[src/rtl/hdsb_pkg.sv]
// shared types, codes and defaults for the half-duplex serial buffer controller
`timescale 1ns / 1ps

package hdsb_pkg;

    // default sizing
    localparam int FIFO_DEPTH_DEF = 1024;
    localparam int DUMP_SPAN_DEF  = 5;

    // input function codes
    localparam logic [2:0] FUNC_READ  = 3'd0;
    localparam logic [2:0] FUNC_PUT1  = 3'd1;
    localparam logic [2:0] FUNC_PUT2  = 3'd2;
    localparam logic [2:0] FUNC_LINE  = 3'd3;
    localparam logic [2:0] FUNC_TXRDY = 3'd4;

    // result kinds
    localparam logic [2:0] KIND_ACK     = 3'd0;
    localparam logic [2:0] KIND_READ    = 3'd1;
    localparam logic [2:0] KIND_BUSY    = 3'd2;
    localparam logic [2:0] KIND_TX      = 3'd3;
    localparam logic [2:0] KIND_TXREPLY = 3'd4;

    // configuration register indexes and reset values
    localparam logic       CFG_MULTI_BASE  = 1'b0;
    localparam logic       CFG_SINGLE_BASE = 1'b1;
    localparam logic [7:0] MULTI_BASE_RST  = 8'd128;
    localparam logic [7:0] SINGLE_BASE_RST = 8'd192;

    typedef struct packed {
        logic [2:0] func;
        logic [7:0] first_byte;
        logic [7:0] second_byte;
    } t_in_item;

    typedef struct packed {
        logic [2:0] kind;
        logic [7:0] data;
        logic       last;
    } t_out_item;

    // controller to datapath
    typedef struct packed {
        logic load;
        logic exec;
        logic put2;
        logic txchk;
        logic fin;
    } t_cmd;

    // datapath to controller
    typedef struct packed {
        logic is_put2;
        logic oq_room;
    } t_sts;

endpackage

[src/rtl/hdsb_ctrl.sv]
// sequencing state machine: one item through direct action, dispatch and commit
`timescale 1ns / 1ps

module hdsb_ctrl (
    input  logic          i_clk,
    input  logic          i_rst_n,
    input  logic          i_in_valid,
    input  hdsb_pkg::t_sts i_sts,
    output hdsb_pkg::t_cmd o_cmd,
    output logic          o_in_stall
);

    typedef enum logic [2:0] {
        S_IDLE,
        S_EXEC,
        S_PUT2,
        S_TXCHK,
        S_FINAL
    } t_state;

    t_state r_state;
    logic   w_ready;
    logic   w_load;

    assign w_ready    = (r_state == S_IDLE) && i_sts.oq_room;
    assign w_load     = i_in_valid && w_ready;
    assign o_in_stall = !w_ready;

    always_ff @(posedge i_clk) begin
        if (!i_rst_n) begin
            r_state <= S_IDLE;
        end else begin
            case (r_state)
                S_IDLE: begin
                    if (w_load) begin
                        r_state <= S_EXEC;
                    end
                end
                S_EXEC: begin
                    r_state <= i_sts.is_put2 ? S_PUT2 : S_TXCHK;
                end
                S_PUT2: begin
                    r_state <= S_TXCHK;
                end
                S_TXCHK: begin
                    r_state <= S_FINAL;
                end
                S_FINAL: begin
                    r_state <= S_IDLE;
                end
                default: begin
                    r_state <= S_IDLE;
                end
            endcase
        end
    end

    always_comb begin
        o_cmd       = '0;
        o_cmd.load  = w_load;
        o_cmd.exec  = (r_state == S_EXEC);
        o_cmd.put2  = (r_state == S_PUT2);
        o_cmd.txchk = (r_state == S_TXCHK);
        o_cmd.fin   = (r_state == S_FINAL);
    end

endmodule

[config.mk]
export PLATFORM = sky130hd
export DESIGN_NAME = hdsb_ctrl
export DESIGN_NICKNAME = d
export VERILOG_FILES = /design/src/rtl/hdsb_pkg.sv /design/src/rtl/hdsb_ctrl.sv
export SDC_FILE = /design/constraint.sdc
export NUM_CORES = 1
export LEC_CHECK = 0
export BUFFER_PORTS_ARGS = -buffer_cell sky130_fd_sc_hd__buf_2
export CELL_PAD_IN_SITES_DETAIL_PLACEMENT = 1
export CELL_PAD_IN_SITES_GLOBAL_PLACEMENT = 2
export CORE_AREA = 2 2 39 41
export CTS_CLUSTER_SIZE = 12
export DETAILED_ROUTE_END_ITERATION = 8
export DIE_AREA = 0 0 41 43
export PLACE_DENSITY = 0.54
export SYNTH_ARGS = -nofsm -noshare
export SYNTH_HDL_FRONTEND = slang
export SYNTH_SLANG_ARGS = --single-unit
[constraint.sdc]
create_clock -name i_clk -period 1.25 [get_ports i_clk]
set_input_delay 0.1875 -clock i_clk [delete_from_list [all_inputs] [get_ports i_clk]]
set_output_delay 0.1875 -clock i_clk [all_outputs]
set_load 0.1 [all_outputs]
## Word level (Yosys, flattened, before mapping)

Index checks and enable logic that the tools add are counted.

| storage, ports and cells | value |
|---|---|
| output and inout bits | 6 |
| word-level logic and storage cells | 13 |
| register bits | 3 |
| bits of input ports | 5 |

| operators by class | value |
|---|---|
| equality and inequality tests | 5 |
| reduce and logical (&&, ||, !) cells | 4 |
| mux-type cells | 3 |

Operator list:

| operator | number |
|---|---|
| $pmux W3 S4 | 1 |
| $eq A3 B2 Y1 const B | 2 |
| $eq A3 B1 Y1 const B | 1 |
| $eq A3 B3 Y1 const B | 1 |
| $logic_not A3 Y1 | 1 |
| $mux W3 | 1 |
| $logic_and A1 B1 Y1 | 2 |
| $ne A2 B2 Y1 const B | 1 |
| $logic_not A1 Y1 | 1 |
| $mux W1 | 1 |

## Longest topological paths before layout

Gate-level depths: netlist of the first run.

| depth | value |
|---|---|
| word-level depth | 5 |
| depth in mapped cells | 3 |
| depth with buffers taken out | 2 |

## Worst setup path before layout of the first run

Ideal clock, no wire load.

| timing | value |
|---|---|
| kind | reg2reg |
| start point | register r_state[1] |
| end point | register r_state[1] |
| data arrival time | 2971 ps |
| data required time | 1180 ps |
| setup slack | -1791 ps |
| cell stages (with the launch flop) | 3 |
| period minus slack after synthesis | 3041 ps |
| cell sequence | dfxtp_1 > nor3b_1 > o21a_1 |

RTL lines:

| item | line | text |
|---|---|---|
| from (decl) | hdsb_ctrl.sv:21 | `t_state r_state;` |
| from (signal assigned) | hdsb_ctrl.sv:40 | `r_state <= i_sts.is_put2 ? S_PUT2 : S_TXCHK;` |

==> results of run 1 <==
-- cells by family (layout without fill, tap and decap cells) --
group	after synthesis	after routing	synth area share
buffers and inverters	1	21	0.04689
AND/OR/NAND/NOR	10	10	0.4609
AO/OA/AOI/OAI	3	3	0.1172
flip-flops	3	3	0.3750
-- synth_stat cells, drive strengths merged --
cell     n
dfxtp    3
nor3b    3
a21oi    1
and2     1
and3     1
and3b    1
buf      1
nand2    1
nand4bb  1
nor3     1
o21a     1
o22ai    1
or3b     1
-- power by group through the flow --
| stage | sequential, mW | combinational, mW | clock, mW |
|---|---|---|---|
| 3_5_place_dp | 0.111 | 0.275 | 0 |
| 2_1_floorplan | 0.125 | 0.173 | 0 |
| 5_1_grt | 0.113 | 0.332 | 0.188 |
| 3_3_place_gp | 0.110 | 0.271 | 0 |
| 6_report | 0.112 | 0.318 | 0.167 |
| 4_1_cts | 0.113 | 0.303 | 0.178 |
-- worst reg2reg max path: stages, from the launching register on --
cell     delay [ns]
dfxtp_4        0.34
buf_6          0.13
buf_4          0.13
or3b_1         0.35
o22ai_2        0.15
-- how the worst max path moves through the flow --
stage                           from    endpoint  slack [ns]  cells past startpoint
final                     r_state[1]    o_cmd[4]       -0.11                      3
after global placement    r_state[2]    o_cmd[4]        0.07                      3
after global routing      r_state[1]    o_cmd[4]       -0.16                      3
after CTS                 r_state[0]    o_cmd[2]       -0.11                      3
after floorplan           r_state[0]  r_state[1]       -0.29                      2
after detailed placement  r_state[2]    o_cmd[4]        0.05                      3
-- metal layers --
metal,vias to the layer above,wire length (um),GRT usage
met4,0,0,0.06000
met3,0,37,0.03665
met2,6,309,0.1125
met1,100,215,0.09265
met5,-,0,0
li1,103,-,-
-- layout make-up --
cell class                      count  share of cell area
Multi-Input combinational cell     13              0.3187
Tap cell                           16             0.04396
Timing Repair Buffer               17              0.4286
Sequential cell                     3              0.1511
Clock buffer                        4             0.05769
-- timing repair --
action | CTS | global route
gates cloned | 0 | 0
endpoints found under the setup margin | 6 | 7
buffers inserted | 2 | 2
hold endpoints to repair | 0 | 0
resized for setup | 7 | 1
pin swaps | 1 | 1
-- stage by stage --
| step | hold WS, ns | cell area, um^2 |
|---|---|---|
| after floorplan | 0.2714 | 205.2 |
| after global placement | 0.3619 | 365.4 |
| after detailed placement | 0.3880 | 365.4 |
| after CTS | 0.1386 | 434.2 |
| after global routing | 0.1302 | 455.4 |
| final | 0.1388 | 455.4 |
==> impl_metrics.py, run 1 <==
metrics = {
    "status": {
        "outcome": "complete, but fails checks",
        "violations": "setup timing",
    },
    "die": {
        "io-pin-count": 11,
        "die_h_um": 43,
        "die_area_mm2": 0.001763,
        "initial_utilization": 0.1157,
        "core_area_mm2": 0.001384,
        "rows": 14,
        "fp.dieW_um": 41,
    },
    "routing": {
        "routed_wl_um": 562,
        "first_pass_iters": 2,
        "remaining_drc_errors": 0,
        "drt-initial-drc-count": 2,
        "dr_total_vias": 209,
        "viasPerCell": 3.943,
        "postRouteAntennaNets": 0,
        "routedWlPerCell_um": 10.60,
    },
    "finish": {
        "diodes": 0,
        "area_delta_synth_final_pct": 184.4,
        "multiInputGateArea_um2": 145.1,
        "largest_reg_flops": 3,
        "final_cell_mix": "buf_12, buf_2, buf_6, buf_4",
        "seqCellArea_um2": 68.82,
        "final_common_cell": "buf_12",
        "top_register": "r_state",
        "fill_cells": 162,
        "biggestRegsByFlops": "r_state (3)",
        "drive_gt1_frac": 0.8378,
        "nets": 43,
        "fin_cells": 53,
        "utilization": 0.3291,
    },
    "min_path": {
        "holdPathEnd": "r_state[0]",
        "holdCritStartpoint": "i_sts[1]",
        "hold_path.class": "in -> reg",
        "hold_path_depth": 2,
    },
    "critical_path": {
        "rrSetupSlack_ns": 0.07,
        "critPathMaxFanout": 2,
        "cpLargestDelayFamily": "simple AND/OR/NAND/NOR gates",
        "r2r.worst_path.cells": 4,
        "worstPathRequired_ns": 1.06,
        "r2r-end": "r_state[0]",
        "crit_path_end_kind": "output pin",
        "cpMaxStageDelayCell": "dfxtp_2",
        "cp_cell_sequence": "nor3_2 -> and3_4 -> buf_12",
        "max_stage_delay_ns": 0.32,
        "critPathLaunchType": "flop",
        "arrival_ns": 1.17,
        "path_buf_inv": 1,
        "critical_path_class": "reg -> out",
        "r2r-start": "r_state[0]",
    },
    "pwr": {
        "power_uw": 596.8,
        "p_leak_nw": 0.1890,
        "p_switching_uw": 243.0,
        "p_clk_frac": 0.280,
        "seq_power_share": 0.188,
        "p_int_uw": 353.8,
        "powerDensity_mw_per_mm2": 1310,
        "switching_share": 0.4072,
        "ir_drop_mv": 0.4406,
        "p_comb_frac": 0.532,
    },
    "clocking": {
        "clkTransAtPathRegs_ns": 0.04,
        "cts_root_buf": "clkbuf_4",
        "clockBufferDepth": 2,
        "cts_sinks": 3,
        "insertion_delay_ns": 0.23,
        "cts_tree": "done",
        "cts_hold_buf": 0,
        "htree_levels": 1,
        "cts_made_buffers": 3,
    },
    "placement": {
        "place_ws_ns": 0.05135,
        "dpl.cell_count": 45,
        "io_buffers": 10,
        "globalplace.congestion": 0.7006,
    },
    "sta": {
        "finalSetupViolations": 5,
        "max_freq_mhz": 734.1,
        "fin_tns_setup_ns": -0.4344,
        "period_share": 1.090,
        "worstMarginPinSlew_ns": 0.2092,
        "relSlewSlack": 0.8598,
        "slew_viol_final": 0,
        "hold_viol": 0,
        "skew_ns": 0.003145,
        "rsz0062_at_grt": "yes",
        "finalCriticalPeriod_ns": 1.362,
        "fin_ws_ns": -0.1122,
    },
    "flow_run": {
        "maxCapViolCount": 0,
    },
    "synthesis": {
        "synth.avg_cell_area_um2": 9.421,
        "syn_area_um2": 160.2,
        "ys_ff_latch": 3,
        "ys_top_cells_by_area": "dfxtp_1, nor3b_1, nand4bb_1",
        "syn-instance-count": 17,
        "ys_seq_area_frac": 0.3750,
        "ys_warn_count": 0,
        "synth.top_cell.area_share": 0.3750,
        "ys_types": 13,
        "syn-num-nets": 22,
        "synth_top_area_cell": "dfxtp_1",
    },
    "grt": {
        "antenna_found_initial": 0,
        "grt-ovfl-total": 0,
        "grtUsageTotal": 0.08116,
        "grt_first_pass_wirelength_um": 910,
        "grt_pass1_vias": 218,
        "grt_max_degree": 7,
    },
}
No activity file was read; power rests on OpenSTA's default activity.
==> run 2: changes to the inputs <==
--- a/config.mk
+++ b/config.mk
@@ -13,6 +13,7 @@
 export DETAILED_ROUTE_END_ITERATION = 8
 export DIE_AREA = 0 0 41 43
 export PLACE_DENSITY = 0.54
+export SETUP_SLACK_MARGIN = 0.1
 export SYNTH_ARGS = -nofsm -noshare
 export SYNTH_HDL_FRONTEND = slang
 export SYNTH_SLANG_ARGS = --single-unit
==> run 2 against run 1 <==
  * The run still ends with setup timing left
  * Wire length grew 6.9%
  * Clock power is essentially flat
  * Sequential power is essentially flat
  * Combinational power grew 9.1%
  * Sequential share of layout area shrank 0.82 points
  * Cell count is the same
==> impl_metrics.py, run 2 (synthesis gave the netlist of run 1 again) <==
metrics = {
    "critical_path": {
        "critPathMaxFanout": 6,
        "arrival_ns": 1.16,
        "r2r-start": "r_state[1]",
        "max_stage_delay_ns": 0.35,
        "r2r-end": "r_state[1]",
        "crit_path_end_kind": "output pin",
        "cp_cell_sequence": "buf_6 -> nor3b_4 -> buf_12",
        "cp-endpoint": "o_cmd[3]",
        "rrSetupSlack_ns": 0.12,
        "cpMaxStageDelayCell": "dfxtp_4",
        "worstPathRequired_ns": 1.06,
        "critPathLaunchType": "flop",
        "worst-path-stages": 3,
        "critical_path_class": "reg -> out",
        "crit_start": "r_state[0]",
        "cpLargestDelayFamily": "flip-flops",
        "r2r.worst_path.cells": 5,
        "path_buf_inv": 2,
    },
    "finish": {
        "biggestRegsByFlops": "r_state (3)",
        "diodes": 0,
        "fill_cells": 163,
        "area_delta_synth_final_pct": 200.8,
        "final_common_cell": "buf_12",
        "nets": 43,
        "drive_gt1_frac": 0.8649,
        "top_register": "r_state",
        "final_cell_mix": "buf_12, buf_2, buf_6",
        "largest_reg_flops": 3,
        "fin_cells": 53,
    },
    "pwr": {
        "ir_drop_mv": 0.4871,
        "p_leak_nw": 0.1983,
        "powerDensity_mw_per_mm2": 1308,
    },
    "grt": {
        "antenna_found_initial": 0,
        "grt-ovfl-total": 0,
        "grt_pass1_vias": 228,
        "grt_first_pass_wirelength_um": 1028,
        "grtUsageTotal": 0.09428,
        "grt_max_degree": 7,
    },
    "sta": {
        "slew_viol_final": 0,
        "finalSetupViolations": 6,
        "relSlewSlack": 0.8576,
        "skew_ns": 0.001660,
        "rsz0062_at_grt": "yes",
        "worstMarginPinSlew_ns": 0.2134,
        "fin_ws_ns": -0.1013,
        "period_share": 1.081,
        "finalCriticalPeriod_ns": 1.351,
        "max_freq_mhz": 740.0,
        "hold_viol": 0,
        "whs_ns": 0.1346,
    },
    "clocking": {
        "clkTransAtPathRegs_ns": 0.03,
        "clockBufferDepth": 2,
        "cts_tree": "done",
        "cts_sinks": 3,
        "insertion_delay_ns": 0.23,
        "cts_made_buffers": 3,
        "cts_root_buf": "clkbuf_4",
        "htree_levels": 1,
    },
    "placement": {
        "dpl.cell_count": 46,
        "dp_hpwl_um": 421.1,
        "place_ws_ns": -0.01321,
        "io_buffers": 10,
        "globalplace.congestion": 0.7032,
    },
    "routing": {
        "remaining_drc_errors": 0,
        "viasPerCell": 3.925,
        "routed_wl_um": 601,
        "routedWlPerCell_um": 11.34,
        "first_pass_iters": 2,
        "postRouteAntennaNets": 0,
        "dr_total_vias": 208,
        "drt-initial-drc-count": 1,
    },
    "die": {
        "fp.dieW_um": 41,
        "initial_utilization": 0.1157,
        "io-pin-count": 11,
        "die_h_um": 43,
        "rows": 14,
        "die_area_mm2": 0.001763,
        "core_area_mm2": 0.001384,
    },
    "status": {
        "violations": "setup timing",
        "outcome": "complete, but fails checks",
    },
    "flow_run": {
        "maxCapViolCount": 0,
    },
    "min_path": {
        "hold_path.class": "in -> reg",
    },
}
[run 2: cell counts in the layout (fill, tap and decap cells not counted)]
No cell type changed its count.
[run 2: worst min path at each step]
stage / startpoint / endpoint / slack, ns / depth (start not counted)
global placement: i_sts[1] / r_state[0] / 0.37 / 2
floorplan: i_sts[1] / r_state[0] / 0.27 / 1
finish: i_sts[1] / r_state[0] / 0.13 / 2
CTS: i_sts[1] / r_state[0] / 0.13 / 2
detailed placement: i_sts[1] / r_state[0] / 0.38 / 2
global route: i_sts[1] / r_state[0] / 0.13 / 2
[run 2: per-stage QoR]
step	cell area [um^2]	setup TNS [ns]	util	total power, mW
finish	481.7	-0.5066	0.3481	0.6298
global route	481.7	-0.8348	0.3481	0.6680
CTS	461.7	-0.5678	0.3336	0.6270
detailed placement	377.9	-0.01321	0.2731	0.4007
global placement	377.9	0	0.2731	0.3954
floorplan	210.2	-0.9579	-	0.3027
[run 2: power by group]
group | switching [mW] | internal (mW) | total (mW)
clock network | 0.0484 | 0.120 | 0.168
logic | 0.196 | 0.152 | 0.347
registers | 0.00976 | 0.105 | 0.115
total | 0.254 | 0.376 | 0.630
[run 2: final cells by class]
cell class                      count  area (um^2)  area share
Timing Repair Buffer               17        207.7      0.4312
Multi-Input combinational cell     13        158.9      0.3299
Sequential cell                     3        68.82      0.1429
Clock buffer                        4        26.28     0.05455
Tap cell                           16        20.02     0.04156
[run 2: layer usage]
layer | part of all wire | global-route usage | routed length (um) | up-vias
li1 | - | - | - | 104
met1 | 0.35 | 0.09295 | 209 | 96
met2 | 0.59 | 0.1469 | 357 | 6
met3 | 0.047 | 0.03141 | 28 | 2
met4 | 0.010 | 0.08000 | 6 | 0
met5 | 0 | 0 | 0 | -
[run 2: timing repair]
item	4_1_cts	5_1_grt
resized for setup	10	3
endpoints found under the hold margin	0	0
hold buffers	0	0
endpoints found under the setup margin	6	7
buffers inserted	2	1
pin swaps	1	3
